$ cat src/hw/rtl/pcd_pkg.sv
// shared types and constants of the peak column decimator
package pcd_pkg;

   localparam int SAMPLE_W         = 16;
   localparam int COLUMN_OUT_W     = 24;
   localparam int LEVEL_W          = 15;
   localparam int SCALE_W          = 32;
   localparam int FRAMES_W         = 11;
   localparam int COUNT_W          = 10;
   localparam int CHCOUNT_W        = 2;
   localparam int CSR_INDEX_W      = 3;
   localparam int CSR_DATA_W       = 32;
   localparam int NUM_LANES        = 2;
   localparam int FRAC_BITS        = 16;
   localparam int PROD_W           = SAMPLE_W + SCALE_W;
   localparam int QUEUE_DEPTH      = 4;
   localparam int MAX_CHANNELS_DEF = 2;
   localparam int COLUMN_BITS_DEF  = 24;

   localparam logic [FRAMES_W-1:0]  FRAMES_MAX     = FRAMES_W'(1024);
   localparam logic [CHCOUNT_W-1:0] CHCOUNT_RESET  = CHCOUNT_W'(1);
   localparam logic [FRAMES_W-1:0]  FRAMES_RESET   = FRAMES_W'(1);
   localparam logic [SCALE_W-1:0]   SCALE_RESET    = SCALE_W'(65536);
   localparam logic [LEVEL_W-1:0]   CLIP_RESET     = LEVEL_W'(32767);

   typedef enum logic [CSR_INDEX_W-1:0] {
      REG_CHANNEL_COUNT     = 3'd0,
      REG_MIX_DOWN          = 3'd1,
      REG_FRAMES_PER_COLUMN = 3'd2,
      REG_SCALE_FACTOR      = 3'd3,
      REG_CLIP_LEVEL        = 3'd4
   } csr_index_type;

   typedef struct packed {
      logic [CHCOUNT_W-1:0] channel_count;
      logic                 mix_down;
      logic [FRAMES_W-1:0]  frames_per_column;
   } front_cfg_type;

   typedef struct packed {
      logic [SCALE_W-1:0] scale_factor;
      logic [LEVEL_W-1:0] clip_level;
   } back_cfg_type;

   typedef struct packed {
      logic [NUM_LANES-1:0]               mask;
      logic [NUM_LANES-1:0][SAMPLE_W-1:0] peak;
      logic [COLUMN_OUT_W-1:0]            column;
      logic                               final_flag;
   } event_type;

endpackage

$ cat src/hw/rtl/waveform_peak_column_decimator_top.sv
// top level of the peak column decimator: registers and the three stages
//
// req_ carries interleaved 16-bit energy samples, req_last on the final one.
// rsp_ carries one beat per channel per finished display column: channel,
// column index, scaled and clipped level, and rsp_final_res on the last
// beat of the stream. csr_ writes a register; the user must write only while idle, the block does not enforce it.
// One sample is taken every cycle; req_ready drops only when the
// four-entry event queue between the front and back stages is full.
// A result beat passes from the event queue through the multiply register
// and the output register before it is offered; the back stage delivers one
// beat per cycle while the receiver is ready, one beat per channel of a
// column.
// A stalled receiver holds its beat in the output register; the multiply
// stage and the queue keep filling until req_ready drops.
// The block ends the stream after the last sample and starts afresh.
// Reset empties the queue and pipeline, clears the stream state but the
// peak values and loads the register defaults; no clearing sweep is needed.
module waveform_peak_column_decimator_top #(
   parameter int MAX_CHANNELS = pcd_pkg::MAX_CHANNELS_DEF,
   parameter int COLUMN_BITS  = pcd_pkg::COLUMN_BITS_DEF
) (
   input  logic                              clock,
   input  logic                              reset,
   input  logic                              req_valid,
   output logic                              req_ready,
   input  logic [pcd_pkg::SAMPLE_W-1:0]      req_sample,
   input  logic                              req_last,
   output logic                              rsp_valid,
   input  logic                              rsp_ready,
   output logic                              rsp_channel,
   output logic [pcd_pkg::COLUMN_OUT_W-1:0]  rsp_column,
   output logic [pcd_pkg::LEVEL_W-1:0]       rsp_level,
   output logic                              rsp_final_res,
   input  logic                              csr_we,
   input  logic [pcd_pkg::CSR_INDEX_W-1:0]   csr_index,
   input  logic [pcd_pkg::CSR_DATA_W-1:0]    csr_wdata
);

   pcd_pkg::front_cfg_type front_cfg_ff, front_cfg_in;
   pcd_pkg::back_cfg_type  back_cfg_ff, back_cfg_in;
   pcd_pkg::event_type     push_data, pop_data;
   logic                   push_valid, push_ready;
   logic                   pop_valid, pop;

   always_comb begin
      front_cfg_in = front_cfg_ff;
      back_cfg_in  = back_cfg_ff;
      if (csr_we) begin
         unique case (pcd_pkg::csr_index_type'(csr_index))
            pcd_pkg::REG_CHANNEL_COUNT: begin
               front_cfg_in.channel_count = csr_wdata[pcd_pkg::CHCOUNT_W-1:0];
            end
            pcd_pkg::REG_MIX_DOWN: begin
               front_cfg_in.mix_down = csr_wdata[0];
            end
            pcd_pkg::REG_FRAMES_PER_COLUMN: begin
               front_cfg_in.frames_per_column = csr_wdata[pcd_pkg::FRAMES_W-1:0];
            end
            pcd_pkg::REG_SCALE_FACTOR: begin
               back_cfg_in.scale_factor = csr_wdata[pcd_pkg::SCALE_W-1:0];
            end
            pcd_pkg::REG_CLIP_LEVEL: begin
               back_cfg_in.clip_level = csr_wdata[pcd_pkg::LEVEL_W-1:0];
            end
            default: begin
            end
         endcase
      end
   end

   always_ff @(posedge clock) begin
      if (reset) begin
         front_cfg_ff.channel_count     <= pcd_pkg::CHCOUNT_RESET;
         front_cfg_ff.mix_down          <= 1'b0;
         front_cfg_ff.frames_per_column <= pcd_pkg::FRAMES_RESET;
         back_cfg_ff.scale_factor       <= pcd_pkg::SCALE_RESET;
         back_cfg_ff.clip_level         <= pcd_pkg::CLIP_RESET;
      end else begin
         front_cfg_ff <= front_cfg_in;
         back_cfg_ff  <= back_cfg_in;
      end
   end

   pcd_front #(
      .MAX_CHANNELS (MAX_CHANNELS),
      .COLUMN_BITS  (COLUMN_BITS)
   ) u_front (
      .clock      (clock),
      .reset      (reset),
      .cfg        (front_cfg_ff),
      .req_valid  (req_valid),
      .req_ready  (req_ready),
      .req_sample (req_sample),
      .req_last   (req_last),
      .ev_valid   (push_valid),
      .ev_data    (push_data),
      .ev_ready   (push_ready)
   );

   pcd_queue #(
      .DEPTH (pcd_pkg::QUEUE_DEPTH)
   ) u_queue (
      .clock      (clock),
      .reset      (reset),
      .push_valid (push_valid),
      .push_data  (push_data),
      .push_ready (push_ready),
      .pop_valid  (pop_valid),
      .pop_data   (pop_data),
      .pop        (pop)
   );

   pcd_back u_back (
      .clock         (clock),
      .reset         (reset),
      .cfg           (back_cfg_ff),
      .ev_valid      (pop_valid),
      .ev_data       (pop_data),
      .ev_pop        (pop),
      .rsp_valid     (rsp_valid),
      .rsp_ready     (rsp_ready),
      .rsp_channel   (rsp_channel),
      .rsp_column    (rsp_column),
      .rsp_level     (rsp_level),
      .rsp_final_res (rsp_final_res)
   );

endmodule

$ cat src/hw/rtl/pcd_queue.sv
// short event queue between the front and the back
module pcd_queue #(
   parameter int DEPTH = pcd_pkg::QUEUE_DEPTH
) (
   input  logic                clock,
   input  logic                reset,
   input  logic                push_valid,
   input  pcd_pkg::event_type  push_data,
   output logic                push_ready,
   output logic                pop_valid,
   output pcd_pkg::event_type  pop_data,
   input  logic                pop
);

   localparam int PTR_W = (DEPTH > 1) ? $clog2(DEPTH) : 1;
   localparam int CNT_W = $clog2(DEPTH + 1);

   pcd_pkg::event_type data_ff [DEPTH];
   logic [PTR_W-1:0]   wptr_ff, wptr_in;
   logic [PTR_W-1:0]   rptr_ff, rptr_in;
   logic [CNT_W-1:0]   count_ff, count_in;
   logic               do_push, do_pop;

   assign push_ready = (count_ff != CNT_W'(DEPTH));
   assign pop_valid  = (count_ff != '0);
   assign pop_data   = data_ff[rptr_ff];
   assign do_push    = push_valid && push_ready;
   assign do_pop     = pop && pop_valid;

   always_comb begin
      wptr_in  = wptr_ff;
      rptr_in  = rptr_ff;
      count_in = count_ff;
      if (do_push) begin
         wptr_in = (wptr_ff == PTR_W'(DEPTH - 1)) ? '0 : wptr_ff + PTR_W'(1);
      end
      if (do_pop) begin
         rptr_in = (rptr_ff == PTR_W'(DEPTH - 1)) ? '0 : rptr_ff + PTR_W'(1);
      end
      if (do_push && !do_pop) begin
         count_in = count_ff + CNT_W'(1);
      end else if (!do_push && do_pop) begin
         count_in = count_ff - CNT_W'(1);
      end
   end

   always_ff @(posedge clock) begin
      if (reset) begin
         wptr_ff  <= '0;
         rptr_ff  <= '0;
         count_ff <= '0;
      end else begin
         wptr_ff  <= wptr_in;
         rptr_ff  <= rptr_in;
         count_ff <= count_in;
      end
   end

   always_ff @(posedge clock) begin
      if (do_push) begin
         data_ff[wptr_ff] <= push_data;
      end
   end

endmodule

$ cat src/hw/rtl/pcd_front.sv
// front: sample intake, mix-down, running peaks and column events
module pcd_front #(
   parameter int MAX_CHANNELS = pcd_pkg::MAX_CHANNELS_DEF,
   parameter int COLUMN_BITS  = pcd_pkg::COLUMN_BITS_DEF
) (
   input  logic                          clock,
   input  logic                          reset,
   input  pcd_pkg::front_cfg_type        cfg,
   input  logic                          req_valid,
   output logic                          req_ready,
   input  logic [pcd_pkg::SAMPLE_W-1:0]  req_sample,
   input  logic                          req_last,
   output logic                          ev_valid,
   output pcd_pkg::event_type            ev_data,
   input  logic                          ev_ready
);

   localparam int SW    = pcd_pkg::SAMPLE_W;
   localparam int FW    = pcd_pkg::FRAMES_W;
   localparam int CW    = pcd_pkg::COUNT_W;
   localparam int NL    = pcd_pkg::NUM_LANES;
   localparam int OW    = pcd_pkg::COLUMN_OUT_W;
   localparam int EXT_W = (COLUMN_BITS > OW) ? COLUMN_BITS : OW;

   logic [NL-1:0][SW-1:0]  peak_ff, peak_in, peak_next;
   logic [NL-1:0]          open_ff, open_in, open_next;
   logic [CW-1:0]          frames_ff, frames_in;
   logic [COLUMN_BITS-1:0] column_ff, column_in;
   logic                   chan_ff, chan_in;
   logic [SW-1:0]          held_ff, held_in;
   logic                   phase_ff, phase_in;

   logic                   accept;
   logic                   two_ch;
   logic [FW-1:0]          eff_frames;
   logic [FW-1:0]          frames_next;
   logic [SW:0]            pair_sum;
   logic [SW-1:0]          value;
   logic                   have;
   logic                   frame_done;
   logic                   column_done;
   logic [EXT_W-1:0]       column_ext;

   assign req_ready   = ev_ready;
   assign accept      = req_valid && ev_ready;
   assign two_ch      = cfg.channel_count[1] && (MAX_CHANNELS >= 2);
   assign frames_next = {1'b0, frames_ff} + FW'(1);
   assign pair_sum    = {1'b0, held_ff} + {1'b0, req_sample};
   assign column_ext  = EXT_W'(column_ff);

   always_comb begin
      if (cfg.frames_per_column == '0) begin
         eff_frames = FW'(1);
      end else if (cfg.frames_per_column > pcd_pkg::FRAMES_MAX) begin
         eff_frames = pcd_pkg::FRAMES_MAX;
      end else begin
         eff_frames = cfg.frames_per_column;
      end
   end

   always_comb begin
      value     = req_sample;
      have      = 1'b1;
      peak_next = peak_ff;
      open_next = open_ff;
      if (cfg.mix_down) begin
         if (!phase_ff) begin
            have = 1'b0;
         end else begin
            value = pair_sum[SW:1];
         end
      end
      if (have) begin
         if (!open_ff[chan_ff] || (value > peak_ff[chan_ff])) begin
            peak_next[chan_ff] = value;
         end
         open_next[chan_ff] = 1'b1;
      end
      frame_done  = have && (!two_ch || chan_ff);
      column_done = frame_done && (frames_next >= eff_frames);
   end

   always_comb begin
      ev_valid           = accept && (column_done || req_last) && (open_next != '0);
      ev_data.mask       = open_next;
      ev_data.peak       = peak_next;
      ev_data.column     = column_ext[OW-1:0];
      ev_data.final_flag = req_last;
   end

   always_comb begin
      peak_in   = peak_ff;
      open_in   = open_ff;
      frames_in = frames_ff;
      column_in = column_ff;
      chan_in   = chan_ff;
      held_in   = held_ff;
      phase_in  = phase_ff;
      if (accept && req_last) begin
         open_in   = '0;
         frames_in = '0;
         column_in = '0;
         chan_in   = 1'b0;
         held_in   = '0;
         phase_in  = 1'b0;
      end else if (accept) begin
         if (cfg.mix_down) begin
            phase_in = !phase_ff;
            if (!phase_ff) begin
               held_in = req_sample;
            end
         end
         peak_in = peak_next;
         open_in = column_done ? '0 : open_next;
         if (frame_done) begin
            chan_in = 1'b0;
         end else if (have) begin
            chan_in = 1'b1;
         end
         if (column_done) begin
            frames_in = '0;
            column_in = column_ff + COLUMN_BITS'(1);
         end else if (frame_done) begin
            frames_in = frames_next[CW-1:0];
         end
      end
   end

   always_ff @(posedge clock) begin
      if (reset) begin
         open_ff   <= '0;
         frames_ff <= '0;
         column_ff <= '0;
         chan_ff   <= 1'b0;
         held_ff   <= '0;
         phase_ff  <= 1'b0;
      end else begin
         open_ff   <= open_in;
         frames_ff <= frames_in;
         column_ff <= column_in;
         chan_ff   <= chan_in;
         held_ff   <= held_in;
         phase_ff  <= phase_in;
      end
   end

   always_ff @(posedge clock) begin
      peak_ff <= peak_in;
   end

endmodule

$ cat src/hw/rtl/pcd_back.sv
// back: splits column events into beats, scales and clamps the levels
module pcd_back (
   input  logic                              clock,
   input  logic                              reset,
   input  pcd_pkg::back_cfg_type             cfg,
   input  logic                              ev_valid,
   input  pcd_pkg::event_type                ev_data,
   output logic                              ev_pop,
   output logic                              rsp_valid,
   input  logic                              rsp_ready,
   output logic                              rsp_channel,
   output logic [pcd_pkg::COLUMN_OUT_W-1:0]  rsp_column,
   output logic [pcd_pkg::LEVEL_W-1:0]       rsp_level,
   output logic                              rsp_final_res
);

   localparam int PW = pcd_pkg::PROD_W;
   localparam int LW = pcd_pkg::LEVEL_W;
   localparam int OW = pcd_pkg::COLUMN_OUT_W;
   localparam int FB = pcd_pkg::FRAC_BITS;
   localparam int SH = PW - FB;

   logic          done0_ff, done0_in;
   logic          m_valid_ff, m_valid_in;
   logic          m_chan_ff;
   logic [OW-1:0] m_column_ff;
   logic          m_final_ff;
   logic [PW-1:0] m_prod_ff, m_prod_in;
   logic          out_valid_ff, out_valid_in;
   logic          out_chan_ff;
   logic [OW-1:0] out_column_ff;
   logic [LW-1:0] out_level_ff, out_level_in;
   logic          out_final_ff;

   logic          pending0, pending1;
   logic          sel_chan;
   logic          last_of_event;
   logic          out_free;
   logic          m_load;
   logic          issue;
   logic [SH-1:0] shifted;

   assign pending0      = ev_data.mask[0] && !done0_ff;
   assign pending1      = ev_data.mask[1];
   assign sel_chan      = !pending0;
   assign last_of_event = !(pending0 && pending1);
   assign out_free      = !out_valid_ff || rsp_ready;
   assign m_load        = !m_valid_ff || out_free;
   assign issue         = ev_valid && m_load;
   assign ev_pop        = issue && last_of_event;
   assign m_prod_in     = ev_data.peak[sel_chan] * cfg.scale_factor;
   assign shifted       = m_prod_ff[PW-1:FB];

   always_comb begin
      done0_in = done0_ff;
      if (issue) begin
         done0_in = !last_of_event;
      end
      m_valid_in   = m_load ? issue : m_valid_ff;
      out_valid_in = out_free ? m_valid_ff : out_valid_ff;
      if (shifted > SH'(cfg.clip_level)) begin
         out_level_in = cfg.clip_level;
      end else begin
         out_level_in = shifted[LW-1:0];
      end
   end

   always_ff @(posedge clock) begin
      if (reset) begin
         done0_ff     <= 1'b0;
         m_valid_ff   <= 1'b0;
         out_valid_ff <= 1'b0;
      end else begin
         done0_ff     <= done0_in;
         m_valid_ff   <= m_valid_in;
         out_valid_ff <= out_valid_in;
      end
   end

   always_ff @(posedge clock) begin
      if (issue) begin
         m_chan_ff   <= sel_chan;
         m_column_ff <= ev_data.column;
         m_final_ff  <= ev_data.final_flag && last_of_event;
         m_prod_ff   <= m_prod_in;
      end
      if (out_free && m_valid_ff) begin
         out_chan_ff   <= m_chan_ff;
         out_column_ff <= m_column_ff;
         out_level_ff  <= out_level_in;
         out_final_ff  <= m_final_ff;
      end
   end

   assign rsp_valid     = out_valid_ff;
   assign rsp_channel   = out_chan_ff;
   assign rsp_column    = out_column_ff;
   assign rsp_level     = out_level_ff;
   assign rsp_final_res = out_final_ff;

endmodule

$ cat config.mk
export PLATFORM = sky130hd
export DESIGN_NAME = waveform_peak_column_decimator_top
export DESIGN_NICKNAME = d
export VERILOG_FILES = /design/src/hw/rtl/pcd_pkg.sv /design/src/hw/rtl/waveform_peak_column_decimator_top.sv /design/src/hw/rtl/pcd_queue.sv /design/src/hw/rtl/pcd_front.sv /design/src/hw/rtl/pcd_back.sv
export SDC_FILE = /design/constraint.sdc
export NUM_CORES = 2
export LEC_CHECK = 0
export BUFFER_PORTS_ARGS = -buffer_cell sky130_fd_sc_hd__buf_2
export CAP_MARGIN = 20
export CORE_UTILIZATION = 58
export DETAILED_ROUTE_END_ITERATION = 10
export GPL_ROUTABILITY_DRIVEN = 1
export PLACE_DENSITY_LB_ADDON = 0.12
export SYNTH_ARGS = -nofsm -noshare
export SYNTH_HDL_FRONTEND = slang
export SYNTH_SLANG_ARGS = --single-unit
export TNS_END_PERCENT = 50
$ cat constraint.sdc
create_clock -name clock -period 8.7 [get_ports clock]
set_input_delay 1.74 -clock clock [delete_from_list [all_inputs] [get_ports clock]]
set_output_delay 1.74 -clock clock [all_outputs]
set_load 0.01 [all_outputs]
== Word level (Yosys, flattened, before mapping) ==
Memories as Yosys holds them, arrays and structs flattened. A register that Yosys moved wholly into a read port is not among the register bits.
Index checks and enable logic that the tools add are counted.

* Register bits after elaboration: 272
* Bits in latches: 0
* Bits in writable memories: 236
* Memory bits (read-only): 0
* Input port bits: 57
* Output and inout bits: 43
* Logic and storage cells: 138
* Memories kept: 1

* $add $sub $neg: 7
* Multipliers: 1
* Divide/modulo/power cells: 0
* Order comparisons: 7
* Equality and inequality tests: 7
* Shift operators: 0
* Multiplexer cells: 34
* Bitwise gates (word level): 3
* Reduce and logical (&&, ||, !) cells: 51

{| class="wikitable"
|+ Memory list
! memory !! words !! width !! read ports !! clocked after memory_dff !! wr ports !! RTL line !! source
|-
| u_queue.data_ff || 4 || 59 || 1 || 1 || 1 || pcd_queue.sv:18 || <nowiki>pcd_pkg::event_type data_ff [DEPTH];</nowiki>
|}

{| class="wikitable"
|+ Operators by type and width
! kind !! number
|-
| $mux 16 || 7
|-
| $mux 32 || 2
|-
| $mul 16x32->48 || 1
|-
| $bwmux 32 || 1
|-
| $gt 32x15->1 || 1
|-
| $add 24x1->24 const B || 1
|-
| $mux 11 || 2
|-
| $mux 10 || 2
|-
| $reduce_and 2->1 || 10
|-
| $add 16x16->17 || 1
|-
| $logic_and 1x1->1 || 17
|-
| $demux 16 s1 || 1
|-
| $gt 16x16->1 || 1
|-
| $mux 15 || 1
|-
| $mux 2 || 6
|-
| $add 10x1->11 const B || 1
|-
| $ge 11x11->1 || 1
|-
| $gt 11x11->1 const B || 1
|-
| $logic_not 11->1 || 1
|-
| $logic_not 1->1 || 10
|-
| $mux 1 || 9
|-
| $reduce_bool 2->1 || 4
|-
| $eq 3x2->1 const B || 2
|-
| $mux 3 || 2
|-
| 17 further kinds || 25
|}

== Longest topological paths before layout ==
* Word-level depth: 13
* Depth in mapped cells: 31
* Depth with buffers taken out: 27

== Hierarchy ==
From an unflattened synthesis, not the netlist that was laid out.

* Cell total of the unflattened synthesis: 3312
* Area total of the unflattened synthesis: 37005.5 um2

{| class="wikitable"
|+ By module, submodules not included
! module !! instances !! cells an instance !! area an instance (um2) !! sequential area each (um2)
|-
| pcd_back || 1 || 2092 || 19899.1 || 3032.9
|-
| pcd_queue || 1 || 357 || 8983.6 || 7267.0
|-
| pcd_front || 1 || 609 || 5530.3 || 2042.0
|-
| waveform_peak_column_decimator_top || 1 || 254 || 2592.5 || 1221.2
|}

== Least setup slack after synthesis ==
OpenSTA, ideal clock, no wires.

* Path type: register to register
* Start: reg with a tool-made name
* End: reg u_back.m_prod_ff[47], data pin
* Setup time: 0.260 ns
* Arrival time: 7.828 ns
* Required time: 8.440 ns
* Slack: 0.612 ns
* Stages on the path, launching flop included: 27
* Buffers on the path: 4
* Period minus slack after synthesis: 8.088 ns
* Cells stage by stage: dfxtp_1 > buf_6 > mux4_2 > and2_1 > buf_6 > inv_2 > buf_2 > mux4_2 > mux2_2 > clkbuf_1 > and2_1 > fa_1 > fa_1 > fa_1 > fa_1 > fa_1 > inv_1 > fa_1 > inv_1 > ha_1 > nand4_1 > or4_1 > a2111o_1 > and3_4 > a31oi_2 > a41oi_1 > xnor2_1

{| class="wikitable"
|+ RTL lines
! what !! RTL line !! source
|-
| end signal, assigned || pcd_back.sv:85 || <nowiki>m_prod_ff <= m_prod_in;</nowiki>
|-
| end, declared || pcd_back.sv:28 || <nowiki>logic [PW-1:0] m_prod_ff, m_prod_in;</nowiki>
|}

==> metrics.txt <==
outcome complete, no violations; endpoint arrival time on the critical path 8690 ps; synth top area cells edfxtp_1, fa_1, dfxtp_1; top cells by count, synth nand2_1, inv_1, fa_1; Core ar. 60810 µm²; setup TNS 0 ps; HP Class reg -> reg; Yosys cell types 73; placed cells 3984; largest net degree at the start of global routing 73; Gate power share 0.461; multi-input logic area 20230 µm²; largest stage delay on the critical path between 500 and 600 ps; Synth Instances 3210; RD Place Congestion 0.9156; measured slew at the worst slew-check pin ~1100 ps; Final Instance Area ~39000 µm²; kind of end point of the critical path flip-flop; vias in the first global route ~25000; clock input transition at the sequential cells of the worst setup and hold paths 60 ps; DRT Pass-1 Iters 5; critical path endpoint u_back.m_prod_ff[47]; Fill cells 4677; chip height about 250 µm; VDD IR-drop max slightly below 0.0004 V; NetSw 4309 µW; Final min period 8312 ps; top_reg_cell synth edfxtp_1; Seq/Total Area, Yosys 0.3760; wire length per cell 21.26 µm; area grow syn2layout 8.918%; max_slew headroom 0.2722; sum of buffers and inverters on the critical path 6; via count approximately 24000; first-pass GRT wire length 138700 µm; Crit path required time 9070 ps; Register Area 13550 µm²; Worst Path Max Fanout 21; Max clock buf depth 3; root buf cell clkbuf_16; Crit-path slowest cell fa_1; initial core utilization 0.5923; All-Layer GR Usage 0.2868; fraction of layout cells with a size suffix above 1 0.1100; Async S/R FF share, synth 0; Levels on crit path 25; switch share 0.4102; Final Util 0.6451; Num CTS Buffers 52; Reg2Reg Setup Slack between 300 and 400 ps; Seq pwr share 0.315; register bit total from synthesis between 400 and 500; Iteration-0 DRC Markers 1434; RSZ-0062 raised after global routing no; syn avg cell area 11.22 µm²; clk sink count 493; internal power 6196 µW; maxcap violations 0; Port Buffer Count 99; antenna-violating nets left 0; fin cells 4085; Fin. Hold Viols 0; total wire length 86830 µm; Ports 100; beginning of the critical path u_queue.data_ff[3][57]; dominant cell type by area after synthesis edfxtp_1; Mapped Nets 3868; DP Wirelength 61270 µm; Via density 5.798; Final setup viols 0; antenna violations before repair 2; Yosys warning count 0; Crit Path Class reg -> reg; Post-Syn Area 36010 µm²; # rows 90; LEAKAGE 0.01633 µW; Residual DRC 0; worst skew pair latency 630 ps; hold_buf cts 0; final worst slack 387.6 ps; pre-CTS setup slack 236.3 ps; final worst-path cycle share 0.9554; Post-synth EDFFs about 370; Slew Viols, Final 0; GRT overflow 0; CP top delay family adder cells; Die ar. 63090 µm²; highest clock rate 120.3 MHz; placed cell area 37310 µm²; startpoint types flip-flop; most used cell, CP fa_1; area share of the largest cell type after synthesis 0.3060; count leader, synth nand2_1; clock power share 0.224; reg2reg start u_queue.data_ff[3][57]; Reg2Reg Depth 25; Worst Skew between 40 and 50 ps; H-tree Lvls 2; P per Cell Area 267.8 nW/µm²; RR Endpoint u_back.m_prod_ff[47]; CTS tree yes; Die Span X between 200 and 300 µm; nets@finish 3915
==> metal layers <==
| layer | share of wire | vias to the layer above | GRT usage | routed length, µm |
|---|---|---|---|---|
| met3 | 0.055 | 217 | 0.03862 | 4753 |
| met5 | 0.000092 | - | 0 | 8 |
| met2 | 0.50 | 756 | 0.4888 | 43140 |
| met4 | 0.055 | 2 | 0.1474 | 4736 |
| li1 | - | 10661 | - | - |
| met1 | 0.39 | 12050 | 0.3593 | 34190 |
==> flip-flops by register name, summed over array words and instances, names as in the netlist, 2 cells and up, named ones only <==
signal and cells:
u_queue.wptr_ff 2, back_cfg_ff 47, u_queue.rptr_ff 2, u_front.frames_ff 10, u_queue.data_ff 236, u_back.m_prod_ff 32
u_queue.count_ff 3, u_back.rsp_level 15, u_front.peak_ff 32, u_front.held_ff 16, u_front.column_ext 24, front_cfg_ff 13
u_back.rsp_column 24, u_front.open_ff 2, u_back.m_column_ff 24
==> power by group through the flow <==
stage	combinational, µW	clock [µW]	sequential (µW)
after CTS	4820	2400	3310
after detailed placement	4780	0	3350
after global routing	5270	2480	3340
final	4840	2360	3300
after global placement	4670	0	3340
after floorplan	3160	0	3310
==> worst min-delay path by stage <==
stage | from | end | slack (ps) | depth (start not counted)
finish | u_back.m_column_ff[13] | u_back.rsp_column[13] | 410 | 0
global route | u_back.m_column_ff[13] | u_back.rsp_column[13] | 420 | 0
detailed placement | u_back.m_column_ff[13] | u_back.rsp_column[13] | 410 | 0
CTS | u_back.m_column_ff[13] | u_back.rsp_column[13] | 410 | 0
floorplan | u_back.m_chan_ff | u_back.rsp_channel | 400 | 0
global placement | u_back.m_column_ff[10] | u_back.rsp_column[10] | 400 | 0
==> layout make-up <==
cell class | instances | area share
tap | 782 | 0.02494
inverter | 469 | 0.04488
sequential | 493 | 0.3454
timing repair buffer | 137 | 0.02169
antenna | 2 | 0.0001276
clock buffer | 62 | 0.03490
multi-input combinational | 2104 | 0.5157
clock inverter | 36 | 0.01238
==> worst reg2reg max path: cells and delay by family, from the launching register on <==
kind            cells  cell delay (ps)
flops               1              360
buf+inv             6              730
simple gates        5             1180
xor+xnor            1              150
fa+ha+maj           7             3280
mux                 3             1570
compound gates      3              800
==> through the flow <==
stage	hold slack, ps	power [µW]
after floorplan	400.3	6473
after detailed placement	405.4	8132
after global placement	403.8	8008
after global routing	419.5	11090
after CTS	414.9	10530
final	413.4	10510
==> layout by cell type (no fill, tap or decap), drive strengths merged, types with 5 or more instances in the layout <==
| cell type | count |
|---|---|
| bufinv | 8 |
| fa | 419 |
| nor2 | 55 |
| inv | 472 |
| clkinv | 22 |
| nand3b | 18 |
| buf | 137 |
| o31ai | 14 |
| o21ai | 54 |
| and3 | 22 |
| clkbuf | 62 |
| dfxtp | 126 |
| ha | 182 |
| and2 | 147 |
| nand2 | 522 |
| nor2b | 82 |
| a21o | 38 |
| nand4 | 22 |
| mux4 | 59 |
| nand2b | 33 |
| nor4 | 7 |
| mux2i | 30 |
| o211ai | 12 |
| o21bai | 5 |
| or3 | 11 |
| xor2 | 22 |
| xnor2 | 35 |
| o21a | 6 |
| a31oi | 12 |
| nor3 | 5 |
| nand3 | 27 |
| a211oi | 7 |
| mux2 | 53 |
| a21oi | 141 |
| edfxtp | 367 |
| or4 | 23 |
==> cell families after synthesis <==
family / Yosys count / synth area share
simple gates: 983 / 0.1317
buf+inv: 613 / 0.06500
fa+ha+maj: 601 / 0.2961
flops: 493 / 0.3760
compound gates: 321 / 0.05534
mux: 142 / 0.06191
xor+xnor: 57 / 0.01386
==> what timing repair did <==
action	in CTS	in global routing
setup buffers	0	0
gates resized for setup	0	8
endpoints found under the setup margin	0	11
Power figures use the tool's default switching activity.
